**src/hdl/assert_macros.svh**
```systemverilog
// Assertion macros shared by the RTL.
// No dependencies; included by files that carry concurrent assertions.
`ifndef ASSERT_MACROS_SVH
`define ASSERT_MACROS_SVH

// Same-cycle implication, checked on every rising edge outside reset.
`define JSE_ASSERT_IMPL(lbl, clk, rst_n, ante, cons, msg) \
    lbl: assert property (@(posedge clk) disable iff (!rst_n) (ante) |-> (cons)) else $error(msg);

// Next-cycle implication, checked on every rising edge outside reset.
`define JSE_ASSERT_NEXT(lbl, clk, rst_n, ante, cons, msg) \
    lbl: assert property (@(posedge clk) disable iff (!rst_n) (ante) |=> (cons)) else $error(msg);

`endif

```
**src/hdl/jse_pkg.sv**
```systemverilog
// Shared types and constants for the JSON string escaper.
// No dependencies; imported by every module of the block.
`timescale 1ns / 1ps

package jse_pkg;

    localparam int JSE_QUEUE_DEPTH = 2;

    // ASCII codes used by the escape rules
    localparam logic [6:0] CH_QUOTE  = 7'h22;
    localparam logic [6:0] CH_BSLASH = 7'h5C;
    localparam logic [6:0] CH_B      = 7'h62;
    localparam logic [6:0] CH_F      = 7'h66;
    localparam logic [6:0] CH_N      = 7'h6E;
    localparam logic [6:0] CH_R      = 7'h72;
    localparam logic [6:0] CH_T      = 7'h74;
    localparam logic [6:0] CH_U      = 7'h75;

    // What the back end has to spell out for one input byte
    typedef enum logic [1:0] {
        JOB_CHAR,   // one plain character
        JOB_ESC2,   // backslash + character
        JOB_UESC,   // \uXXXX of unit_hi
        JOB_UPAIR   // \uXXXX of unit_hi, then \uXXXX of unit_lo
    } t_job_kind;

    typedef struct packed {
        t_job_kind   kind;
        logic        lower;    // lowercase hex digits
        logic [6:0]  ch;
        logic [15:0] unit_hi;
        logic [15:0] unit_lo;
    } t_job;

    typedef struct packed {
        logic valid;
        t_job job;
    } t_job_xfer;

endpackage

```
**src/hdl/jse_front.sv**
```systemverilog
// Front end: accepts input bytes, tracks UTF-8 sequences, classifies into jobs.
// Depends on jse_pkg.
`timescale 1ns / 1ps

module jse_front
    import jse_pkg::*;
(
    input  logic       i_clk,
    input  logic       i_rst_n,
    input  logic       i_in_valid,
    output logic       o_in_ready,
    input  logic [7:0] i_in_byte,
    input  logic       i_string_start,
    input  logic       i_q_full,
    output t_job_xfer  o_push
);

    logic [1:0]  r_pend;
    logic [20:0] r_cp;
    logic [1:0]  n_pend;
    logic [20:0] n_cp;
    logic [1:0]  pend_eff;
    logic [20:0] cp_eff;
    logic [20:0] cp_cont;
    logic [20:0] cp_ofs;
    logic        emit;
    logic        accept;
    t_job        job;

    assign o_in_ready = !i_q_full;
    assign accept     = i_in_valid && o_in_ready;

    always_comb begin
        pend_eff = i_string_start ? 2'd0 : r_pend;
        cp_eff   = i_string_start ? 21'd0 : r_cp;
        cp_cont  = {cp_eff[14:0], i_in_byte[5:0]};
        cp_ofs   = cp_cont - 21'h10000;
        n_pend   = pend_eff;
        n_cp     = cp_eff;
        emit     = 1'b0;
        job.kind    = JOB_UESC;
        job.lower   = 1'b0;
        job.ch      = i_in_byte[6:0];
        job.unit_hi = 16'hFFFD;
        job.unit_lo = 16'h0000;

        if (pend_eff != 2'd0) begin
            // continuation byte, taken blindly
            n_pend = pend_eff - 2'd1;
            n_cp   = cp_cont;
            if (n_pend == 2'd0) begin
                emit = 1'b1;
                n_cp = 21'd0;
                if (cp_cont[20:16] == 5'd0) begin
                    job.kind    = JOB_UESC;
                    job.unit_hi = cp_cont[15:0];
                end else begin
                    job.kind    = JOB_UPAIR;
                    job.unit_hi = 16'hD800 | {5'd0, cp_ofs[20:10]};
                    job.unit_lo = 16'hDC00 | {6'd0, cp_ofs[9:0]};
                end
            end
        end else if (i_in_byte == {1'b0, CH_QUOTE} || i_in_byte == {1'b0, CH_BSLASH}) begin
            emit     = 1'b1;
            job.kind = JOB_ESC2;
        end else if (i_in_byte == 8'h08) begin
            emit = 1'b1; job.kind = JOB_ESC2; job.ch = CH_B;
        end else if (i_in_byte == 8'h0C) begin
            emit = 1'b1; job.kind = JOB_ESC2; job.ch = CH_F;
        end else if (i_in_byte == 8'h0A) begin
            emit = 1'b1; job.kind = JOB_ESC2; job.ch = CH_N;
        end else if (i_in_byte == 8'h0D) begin
            emit = 1'b1; job.kind = JOB_ESC2; job.ch = CH_R;
        end else if (i_in_byte == 8'h09) begin
            emit = 1'b1; job.kind = JOB_ESC2; job.ch = CH_T;
        end else if (i_in_byte < 8'h20) begin
            emit        = 1'b1;
            job.kind    = JOB_UESC;
            job.lower   = 1'b1;
            job.unit_hi = {8'h00, i_in_byte};
        end else if (i_in_byte < 8'h80) begin
            emit     = 1'b1;
            job.kind = JOB_CHAR;
        end else if (i_in_byte inside {[8'hC0:8'hDF]}) begin
            n_pend = 2'd1;
            n_cp   = {16'd0, i_in_byte[4:0]};
        end else if (i_in_byte inside {[8'hE0:8'hEF]}) begin
            n_pend = 2'd2;
            n_cp   = {17'd0, i_in_byte[3:0]};
        end else if (i_in_byte inside {[8'hF0:8'hF7]}) begin
            n_pend = 2'd3;
            n_cp   = {18'd0, i_in_byte[2:0]};
        end else begin
            // bad lead byte -> replacement character
            emit = 1'b1;
        end
    end

    assign o_push.valid = accept && emit;
    assign o_push.job   = job;

    always_ff @(posedge i_clk) begin
        if (!i_rst_n) begin
            r_pend <= 2'd0;
            r_cp   <= 21'd0;
        end else if (accept) begin
            r_pend <= n_pend;
            r_cp   <= n_cp;
        end
    end

endmodule

```
**src/hdl/jse_queue.sv**
```systemverilog
// Short job queue between front and back end, built from registers.
// Depends on jse_pkg.
`timescale 1ns / 1ps

module jse_queue
    import jse_pkg::*;
#(
    parameter int DEPTH = JSE_QUEUE_DEPTH
) (
    input  logic      i_clk,
    input  logic      i_rst_n,
    input  t_job_xfer i_push,
    output logic      o_full,
    output t_job_xfer o_head,
    input  logic      i_pop
);

    localparam int AW = (DEPTH > 1) ? $clog2(DEPTH) : 1;
    localparam int CW = $clog2(DEPTH + 1);

    t_job          r_mem [DEPTH];
    logic [AW-1:0] r_wptr;
    logic [AW-1:0] r_rptr;
    logic [CW-1:0] r_count;
    logic          empty;
    logic          push_ok;
    logic          pop_ok;

    assign o_full  = (r_count == CW'(DEPTH));
    assign empty   = (r_count == '0);
    assign push_ok = i_push.valid && !o_full;
    assign pop_ok  = i_pop && !empty;

    assign o_head.valid = !empty;
    assign o_head.job   = r_mem[r_rptr];

    always_ff @(posedge i_clk) begin
        if (!i_rst_n) begin
            r_wptr  <= '0;
            r_rptr  <= '0;
            r_count <= '0;
        end else begin
            if (push_ok) begin
                r_wptr <= (r_wptr == AW'(DEPTH - 1)) ? '0 : r_wptr + AW'(1);
            end
            if (pop_ok) begin
                r_rptr <= (r_rptr == AW'(DEPTH - 1)) ? '0 : r_rptr + AW'(1);
            end
            if (push_ok && !pop_ok) begin
                r_count <= r_count + CW'(1);
            end else if (pop_ok && !push_ok) begin
                r_count <= r_count - CW'(1);
            end
        end
    end

    always_ff @(posedge i_clk) begin
        if (push_ok) begin
            r_mem[r_wptr] <= i_push.job;
        end
    end

endmodule

```
**src/hdl/jse_back.sv**
```systemverilog
// Back end: spells out one job as ASCII characters, one per cycle while the
// output is not stalled, into an output register. Depends on jse_pkg.
`timescale 1ns / 1ps

module jse_back
    import jse_pkg::*;
(
    input  logic       i_clk,
    input  logic       i_rst_n,
    input  t_job_xfer  i_head,
    output logic       o_pop,
    output logic       o_busy,
    output logic       o_out_valid,
    input  logic       i_out_ready,
    output logic [6:0] o_out_char,
    output logic       o_last_of_run
);

    function automatic logic [6:0] hex_digit(input logic [3:0] nib, input logic lower);
        logic [6:0] alpha;
        alpha = lower ? 7'h61 : 7'h41;
        if (nib < 4'd10) begin
            hex_digit = 7'h30 + {3'd0, nib};
        end else begin
            hex_digit = alpha + {3'd0, nib} - 7'd10;
        end
    endfunction

    t_job       r_job;
    logic       r_busy;
    logic [3:0] r_idx;
    logic       r_ovalid;
    logic [6:0] r_ochar;
    logic       r_olast;

    logic        adv;
    logic        is_last;
    logic [3:0]  len_m1;
    logic [2:0]  pos;
    logic [15:0] unit;
    logic [6:0]  cur;

    always_comb begin
        case (r_job.kind)
            JOB_CHAR:  len_m1 = 4'd0;
            JOB_ESC2:  len_m1 = 4'd1;
            JOB_UESC:  len_m1 = 4'd5;
            JOB_UPAIR: len_m1 = 4'd11;
            default:   len_m1 = 4'd0;
        endcase
    end

    // position inside a \uXXXX group; second group of a pair starts at six
    assign pos  = (r_idx >= 4'd6) ? 3'(r_idx - 4'd6) : r_idx[2:0];
    assign unit = (r_idx >= 4'd6) ? r_job.unit_lo : r_job.unit_hi;

    always_comb begin
        case (r_job.kind)
            JOB_CHAR: cur = r_job.ch;
            JOB_ESC2: cur = (r_idx == 4'd0) ? CH_BSLASH : r_job.ch;
            default: begin
                case (pos)
                    3'd0:    cur = CH_BSLASH;
                    3'd1:    cur = CH_U;
                    3'd2:    cur = hex_digit(unit[15:12], r_job.lower);
                    3'd3:    cur = hex_digit(unit[11:8], r_job.lower);
                    3'd4:    cur = hex_digit(unit[7:4], r_job.lower);
                    3'd5:    cur = hex_digit(unit[3:0], r_job.lower);
                    default: cur = CH_BSLASH;
                endcase
            end
        endcase
    end

    assign adv     = r_busy && (!r_ovalid || i_out_ready);
    assign is_last = (r_idx == len_m1);
    assign o_pop   = i_head.valid && (!r_busy || (adv && is_last));

    always_ff @(posedge i_clk) begin
        if (!i_rst_n) begin
            r_busy   <= 1'b0;
            r_idx    <= 4'd0;
            r_ovalid <= 1'b0;
        end else begin
            if (adv) begin
                r_ovalid <= 1'b1;
            end else if (i_out_ready) begin
                r_ovalid <= 1'b0;
            end
            if (o_pop) begin
                r_busy <= 1'b1;
                r_idx  <= 4'd0;
            end else if (adv) begin
                if (is_last) begin
                    r_busy <= 1'b0;
                end else begin
                    r_idx <= r_idx + 4'd1;
                end
            end
        end
    end

    always_ff @(posedge i_clk) begin
        if (o_pop) begin
            r_job <= i_head.job;
        end
        if (adv) begin
            r_ochar <= cur;
            r_olast <= is_last;
        end
    end

    assign o_busy        = r_busy;
    assign o_out_valid   = r_ovalid;
    assign o_out_char    = r_ochar;
    assign o_last_of_run = r_olast;

endmodule

```
**src/hdl/json_string_escaper_utf8_unit.sv**
```systemverilog
// Channel | Direction | Handshake               | Payload
// --------+-----------+-------------------------+------------------------------
// in      | input     | i_in_valid / o_in_ready | i_in_byte, i_string_start
// out     | output    | o_out_valid/i_out_ready | o_out_char, o_last_of_run
//
// One input transfer per cycle while the job queue has room. Each byte that
// yields text emits 1 (plain), 2 (short escape), 6 (\uXXXX) or 12 (surrogate
// pair) characters, set by the back-end character sequencer and sent one per
// cycle while the output is not stalled. Lead and non-final continuation bytes
// yield nothing. Reset is synchronous, active low; no clearing pass. Either
// side may stall: the queue decouples them, and input stalls only when the
// queue is full.
// Top level of the JSON string escaper; depends on jse_pkg, jse_front,
// jse_queue, jse_back and assert_macros.svh.
`timescale 1ns / 1ps
`include "assert_macros.svh"

module json_string_escaper_utf8_unit
    import jse_pkg::*;
#(
    parameter int Q_DEPTH = JSE_QUEUE_DEPTH
) (
    input  logic       i_clk,
    input  logic       i_rst_n,
    input  logic       i_in_valid,
    output logic       o_in_ready,
    input  logic [7:0] i_in_byte,
    input  logic       i_string_start,
    output logic       o_out_valid,
    input  logic       i_out_ready,
    output logic [6:0] o_out_char,
    output logic       o_last_of_run
);

    t_job_xfer w_push;     // front -> queue
    t_job_xfer w_head;     // queue -> back
    logic      w_q_full;
    logic      w_pop;
    logic      w_back_busy;

    // Front end: UTF-8 sequence tracking and escape classification
    jse_front u_front (
        .i_clk          (i_clk),
        .i_rst_n        (i_rst_n),
        .i_in_valid     (i_in_valid),
        .o_in_ready     (o_in_ready),
        .i_in_byte      (i_in_byte),
        .i_string_start (i_string_start),
        .i_q_full       (w_q_full),
        .o_push         (w_push)
    );

    // Job queue lets the front keep taking bytes while escapes drain
    jse_queue #(
        .DEPTH (Q_DEPTH)
    ) u_queue (
        .i_clk   (i_clk),
        .i_rst_n (i_rst_n),
        .i_push  (w_push),
        .o_full  (w_q_full),
        .o_head  (w_head),
        .i_pop   (w_pop)
    );

    // Back end: character sequencer plus output register
    jse_back u_back (
        .i_clk         (i_clk),
        .i_rst_n       (i_rst_n),
        .i_head        (w_head),
        .o_pop         (w_pop),
        .o_busy        (w_back_busy),
        .o_out_valid   (o_out_valid),
        .i_out_ready   (i_out_ready),
        .o_out_char    (o_out_char),
        .o_last_of_run (o_last_of_run)
    );

    // A job is only pushed when the queue has room
    `JSE_ASSERT_IMPL(a_push_room, i_clk, i_rst_n, w_push.valid, !w_q_full, "job pushed into full queue")
    // The back end only pops a job that is there
    `JSE_ASSERT_IMPL(a_pop_head, i_clk, i_rst_n, w_pop, w_head.valid, "pop from empty queue")
    // A popped job keeps the sequencer busy in the next cycle
    `JSE_ASSERT_NEXT(a_pop_busy, i_clk, i_rst_n, w_pop, w_back_busy, "popped job not loaded")

endmodule

```
**config.mk**
```make
export PLATFORM = sky130hd
export DESIGN_NAME = json_string_escaper_utf8_unit
export DESIGN_NICKNAME = d
export VERILOG_FILES = /design/src/hdl/jse_pkg.sv /design/src/hdl/jse_front.sv /design/src/hdl/jse_queue.sv /design/src/hdl/jse_back.sv /design/src/hdl/json_string_escaper_utf8_unit.sv
export VERILOG_INCLUDE_DIRS = /design/src /design/src/hdl
export SDC_FILE = /design/constraint.sdc
export NUM_CORES = 1
export LEC_CHECK = 0
export BUFFER_PORTS_ARGS = -buffer_cell sky130_fd_sc_hd__buf_2
export CAP_MARGIN = 25
export CORE_MARGIN = 2
export CORE_UTILIZATION = 38
export DETAILED_ROUTE_END_ITERATION = 10
export GPL_TIMING_DRIVEN = 0
export SYNTH_ARGS = -nofsm -noshare
export SYNTH_HDL_FRONTEND = slang
export SYNTH_SLANG_ARGS = --single-unit
```
**constraint.sdc**
```tcl
create_clock -name i_clk -period 12.95 [get_ports i_clk]
set_input_delay 0.6475 -clock i_clk [delete_from_list [all_inputs] [get_ports i_clk]]
set_output_delay 0.6475 -clock i_clk [all_outputs]
set_load 0.01 [all_outputs]
```
# Word level (Yosys, flattened, before mapping)
# Memories as Yosys holds them, arrays and structs flattened. A register that Yosys moved wholly into a read port is not among the register bits.
# Cells that the tools add are included.
dict set report word_totals {
  reg_bits 41
  mem_bits_rw 84
  out_inout_bits 10
  elab_cells 194
  mem_count 1
}
# name words width rd rd_clocked_by_memory_dff write_ports line_no
set memory_table {}
lappend memory_table {u_queue.r_mem 2 42 1 1 1 jse_queue.sv:21} ;# t_job r_mem [DEPTH];
dict set report classes {
  n_addsub 20
  order_cmp 13
  n_eq_ne 17
  mux 97
  n_bitwise 2
  n_reduce_logical 34
}
# operator n
set ops {}
lappend ops {{two-way mux 21 bit} 14}
lappend ops {{two-way mux 16 bit} 11}
lappend ops {{two-way mux 7 bit} 10}
lappend ops {{two-way mux 2 bit} 25}
lappend ops {{equality test 8 x 4 -> 1 bit, second input constant} 5}
lappend ops {{case mux 7 bit (5 select lines)} 1}
lappend ops {{two-way mux 32 bit} 1}
lappend ops {{two-way mux 1 bit} 29}
lappend ops {{adder 6 x 4 -> 7 bit, first input constant} 4}
lappend ops {{adder 7 x 4 -> 7 bit} 4}
lappend ops {{subtractor 7 x 4 -> 7 bit, second input constant} 4}
lappend ops {{>= comparator 8 bit, second input constant} 3}
lappend ops {{less-or-equal comparator 8 bit, second input constant} 3}
lappend ops {{two-way mux 24 bit} 1}
lappend ops {{subtractor 21 x 17 -> 21 bit, second input constant} 1}
lappend ops {{less-than comparator 4 bit, second input constant} 4}
lappend ops {{case mux 4 bit (4 select lines)} 1}
lappend ops {{case mux 7 bit (2 select lines)} 1}
lappend ops {{logical AND 1 bit} 12}
lappend ops {{nonzero test 2 bit} 5}
lappend ops {{equality test 8 x 6 -> 1 bit, second input constant} 1}
lappend ops {{equality test 8 x 7 -> 1 bit, second input constant} 1}
lappend ops {{less-than comparator 8 x 6 -> 1 bit, second input constant} 1}
lappend ops {{less-than comparator 8 bit, second input constant} 1}
lappend ops {{23 further kinds} 40}

# Longest topological paths before layout
dict set report logic_depth {
  ltp_word 20
  depth_mapped 13
  mapped_depth_nobuf 12
}

# By module
# Synthesis repeated with hierarchy kept, for this count alone.
dict set report hier_totals {
  cells_unflattened 660
  hier_area_um2 8077.7
}
# module n_inst cells_each area_per_inst_um2
set by_module_without_submodules {}
lappend by_module_without_submodules {jse_back 1 294 3293.2}
lappend by_module_without_submodules {jse_queue 1 156 3256.9}
lappend by_module_without_submodules {jse_front 1 210 1527.7}

# Worst setup path before layout
# Ideal clock, no wire load.
dict set report synth_path {
  kind {register to register}
  from {register u_back.r_idx[1]}
  to {register u_queue.r_count[1]}
  setup_time_ps 76
  arrival_time_ps 4062
  path_slack_ps 8813
  stages_incl_launch_ff 10
  n_path_buf 0
  period_less_slack_ps 4137
  cell_sequence {dfxtp_1 > nand2b_2 > or3_4 > a21oi_4 > o21ai_2 > a21oi_1 > inv_1 > ha_1 > or3_1 > a21boi_0}
}
dict set report synth_between {
  elab_chain_cells 8
}
# item line_no
set synth_lines {}
lappend synth_lines {{start, declared} jse_back.sv:31} ;# logic [3:0] r_idx;
lappend synth_lines {{start signal, assigned} jse_back.sv:97} ;# r_idx <= r_idx + 4'd1;
lappend synth_lines {{equality test 4 bit (*)} jse_back.sv:76} ;# assign is_last = (r_idx == len_m1);
lappend synth_lines {{logical AND 1 bit (*)} jse_back.sv:77} ;# assign o_pop = i_head.valid && (!r_busy || (adv && is_last));
lappend synth_lines {{logical OR 1 bit (*)} jse_back.sv:77}
lappend synth_lines {{logical AND 1 bit (*)} jse_back.sv:77}
lappend synth_lines {{net u_back.o_pop} jse_back.sv:11} ;# output logic o_pop,
lappend synth_lines {{logical AND 1 bit (*)} jse_queue.sv:32} ;# assign pop_ok = i_pop && !empty;
lappend synth_lines {{logical NOT 1 bit} jse_queue.sv:49} ;# if (push_ok && !pop_ok) begin
lappend synth_lines {{logical AND 1 bit} jse_queue.sv:49}
lappend synth_lines {{two-way mux 2 bit / nonzero test 2 bit (equally long branches)} -}
lappend synth_lines {{end signal, assigned} jse_queue.sv:50} ;# r_count <= r_count + CW'(1);
lappend synth_lines {{end signal, assigned} jse_queue.sv:52} ;# r_count <= r_count - CW'(1);
lappend synth_lines {{end, declared} jse_queue.sv:24} ;# logic [CW-1:0] r_count;
# Mark *: on every way through the listed nets, which the timed path passes. The rest lies on a longest branch.
# A chain may end at the register's enable or synchronous reset.

# Worst setup path in the final report
dict set report layout_path {
  from {register u_back.r_idx[0]}
  to {register u_back.r_ochar[2] (netlist: u_back.o_out_char[2]), data pin}
}
dict set report layout_between {
  elab_chain_cells 7
}
# item line_no
set layout_lines {}
lappend layout_lines {{>= comparator 4 x 3 -> 1 bit} {jse_back.sv:54, jse_back.sv:55}}
lappend layout_lines {{two-way mux 16 bit} jse_back.sv:55} ;# assign unit = (r_idx >= 4'd6) ? r_job.unit_lo : r_job.unit_hi;
lappend layout_lines {{adder 7 x 4 -> 7 bit} jse_back.sv:25} ;# hex_digit = alpha + {3'd0, nib} - 7'd10;
lappend layout_lines {{subtractor 7 x 4 -> 7 bit} jse_back.sv:25}
lappend layout_lines {{two-way mux 7 bit} jse_back.sv:22} ;# if (nib < 4'd10) begin
lappend layout_lines {{case mux 7 bit (5 select lines)} jse_back.sv:62} ;# case (pos)
lappend layout_lines {{case mux 7 bit (2 select lines) (*)} jse_back.sv:58} ;# case (r_job.kind)
lappend layout_lines {{net u_back.cur[2]} jse_back.sv:41} ;# logic [6:0] cur;
lappend layout_lines {{end signal, assigned} jse_back.sv:108} ;# r_ochar <= cur;
lappend layout_lines {{end, declared} jse_back.sv:33} ;# logic [6:0] r_ochar;
# Marks and branches as above.

==> results.cfg <==
[run_status]
status = finished clean

[cells_and_area]
post-route-cell-area_sq_um = 8150
final_common_cell = edfxtp_1
drive_above_1_share = 0.204
final_cell_mix = 119 x edfxtp_1, 46 x nor2_1, 40 x a21oi_1
nFillCells = 1691
fin_nets = 653
n_antenna_cell = 0
area_growth_pct = 14.6

[clocking]
cts_max_level = 4
cts_setup_buffers = 0
insertion_delay_ps = 430
cts_buffers = 17
ctsHoldBuffers = 0
cts.sinks = 146
ctsResizeCount = 0
clk_pin_slew_ps = 60
cts_tree = done
clockRootBuffer = clkbuf_16
cts_buffer_depth = 2

[grt]
grt_pass1_wl_mm = 25.5
antenna_found_initial = 0
grt_max_degree = 38
grt_overflow_total = 0
grt_use_total = 0.169
grt_pass1_vias = 4728

[setup_path]
crit_type = reg2reg
r2r_end = u_back.o_out_char[2]$_DFFE_PP_
ff2ff_setup_slack_ps = 9710
cp-start-kind = flip-flop
cp_max_fo = 8
cp.arrival_ps = 3380
r2r_start = u_back.r_idx[0]$_SDFFE_PP0P_
required_ps = 13090
rr_worst_depth = 11
cp-end-kind = flip-flop
startpoint = u_back.r_idx[0]$_SDFFE_PP0P_

[route]
drt_iter0_markers = 298
routed_via_density = 5.45
firstDrtPassIters = 5
wirelength_mm = 15.9
post_drt_wl_per_cell_um = 18.1
detail-route-antenna-nets = 0
vias = 4784
drc = 0

[worst_hold_path]
whs_endpoint = u_queue.r_count[1]$_SDFFE_PN0P_
min_path_cells = 2
hp-start = u_queue.r_count[1]$_SDFFE_PN0P_
hp-class = reg2reg

[placement]
routabilityCongestion = 0.900
dp_hpwl_mm = 11.6
io_buffers = 20
place_area_sq_um = 7570

[floorplan]
ios = 23
core_sq_um = 18500
die-area_sq_um = 19800
fp.dieW_um = 141
start_util = 0.384
rows = 50
die_h_um = 141

[timing]
max_slew_margin = 0.391
period_share = 0.251
setup_tns_ps = 0
slew_viol_final = 0
final_hold_viol_count = 0
setup_viol = 0
finalCriticalPeriod_ps = 3240
rsz0062_at_grt = false
fmax_mhz = 308
skew_ps = 10.7
worst_pin_slew_ps = 914

[synthesis]
synth-edff-count = 119
ys_types = 81
ys.flop_type = edfxtp_1
syn-num-nets = 612
synth_seq_cells = 146
yosysSeqAreaShare = 0.579
synthCells = 589
avgSynthCellArea_sq_um = 12.1
synth_area_sq_um = 7110
synth_warnings = 0
async_flop_share = 0

[pwr]
ir_drop_uv = 113
leakagePower_nw = 2.80
powerDensity_nw_per_um2 = 194

[run]
cap_viol_max_count = 0
-- per-stage QoR --
stage,setup WS [ps],total power [mW],instances,util,hold WS (ps)
6_report,9710,1.58,877,0.440,519
5_1_grt,9460,1.66,877,0.440,562
4_1_cts,9690,1.59,877,0.440,529
3_5_place_dp,9700,1.11,845,0.409,520
3_3_place_gp,7770,1.09,843,0.405,494
2_1_floorplan,8810,0.976,589,-,478
-- critical path, stage by stage, from the launching register on --
cell and delay [ps]:
dfxtp_1 360, inv_1 180, ha_1 350, o21a_4 260, nor2_8 180, mux2i_1 380, ha_1 260, nand2_1 80
a21oi_1 160, o22ai_1 120, a221oi_1 450, o32ai_1 180
-- flip-flops by register name (all words and copies together) (netlist names) --
signal / flops
u_back.o_busy: 1
u_back.o_last_of_run: 1
u_back.o_out_char: 7
u_back.o_out_valid: 1
u_back.r_idx: 4
u_back.r_job: 37
u_front.r_cp: 15
u_front.r_pend: 2
u_queue.r_count: 2
u_queue.r_mem: 74
u_queue.r_rptr: 1
u_queue.r_wptr: 1
-- Yosys cell counts (10+ instances only) --
library cell | n | area share
o21ai_0 | 20 | 0.014
a21oi_1 | 41 | 0.029
nor2b_1 | 27 | 0.024
a22oi_1 | 14 | 0.015
nand2_1 | 39 | 0.021
clkbuf_1 | 12 | 0.0063
nor2_1 | 46 | 0.024
ha_1 | 10 | 0.018
inv_1 | 14 | 0.0074
and3_1 | 12 | 0.011
nand3_1 | 10 | 0.0070
edfxtp_1 | 119 | 0.50
mux2_2 | 37 | 0.059
dfxtp_1 | 27 | 0.076
nor3_1 | 12 | 0.0085
-- power breakdown --
group	switching (mW)	internal, mW
clock network	0.196	0.284
logic	0.245	0.159
registers	0.0548	0.642
total	0.496	1.09
-- area by class of cell --
class / count / area, sq um / share of cell area
Sequential cell: 146 / 4110 / 0.505
Multi-Input combinational cell: 403 / 2830 / 0.348
Clock buffer: 17 / 425 / 0.0522
Tap cell: 234 / 293 / 0.0359
Clock inverter: 15 / 155 / 0.0190
Timing Repair Buffer: 22 / 148 / 0.0181
Buffer: 25 / 123 / 0.0150
Inverter: 15 / 56.3 / 0.00691
-- cells by family after synthesis --
| kind of cell | count (synthesis) | share of synthesized area |
|---|---|---|
| AND/OR/NAND/NOR | 192 | 0.147 |
| flip-flops | 146 | 0.579 |
| AO/OA/AOI/OAI | 145 | 0.147 |
| multiplexers | 47 | 0.0739 |
| buffers and inverters | 40 | 0.0252 |
| adder cells (fa/ha/maj) | 10 | 0.0176 |
| XOR/XNOR | 9 | 0.0111 |
-- worst max-delay path by stage --
stage                                      end  cells past startpoint  slack, ps
2_1_floorplan  u_queue.r_count[1]$_SDFFE_PN0P_                      9       8810
4_1_cts         u_back.o_out_char[2]$_DFFE_PP_                     11       9690
6_report        u_back.o_out_char[2]$_DFFE_PP_                     11       9710
3_5_place_dp    u_back.o_out_char[2]$_DFFE_PP_                     11       9700
3_3_place_gp   u_queue.r_count[1]$_SDFFE_PN0P_                      9       7770
5_1_grt         u_back.o_out_char[2]$_DFFE_PP_                     12       9460
-- metal layers --
metal | wire length [um] | up-vias | share of wire | global-route usage
li1 | - | 2326 | - | -
met1 | 7130 | 2292 | 0.45 | 0.215
met2 | 7610 | 137 | 0.48 | 0.272
met3 | 660 | 29 | 0.042 | 0.0411
met4 | 486 | 0 | 0.031 | 0.0784
met5 | 0 | - | 0 | 0
Power figures use the tool's default switching activity.
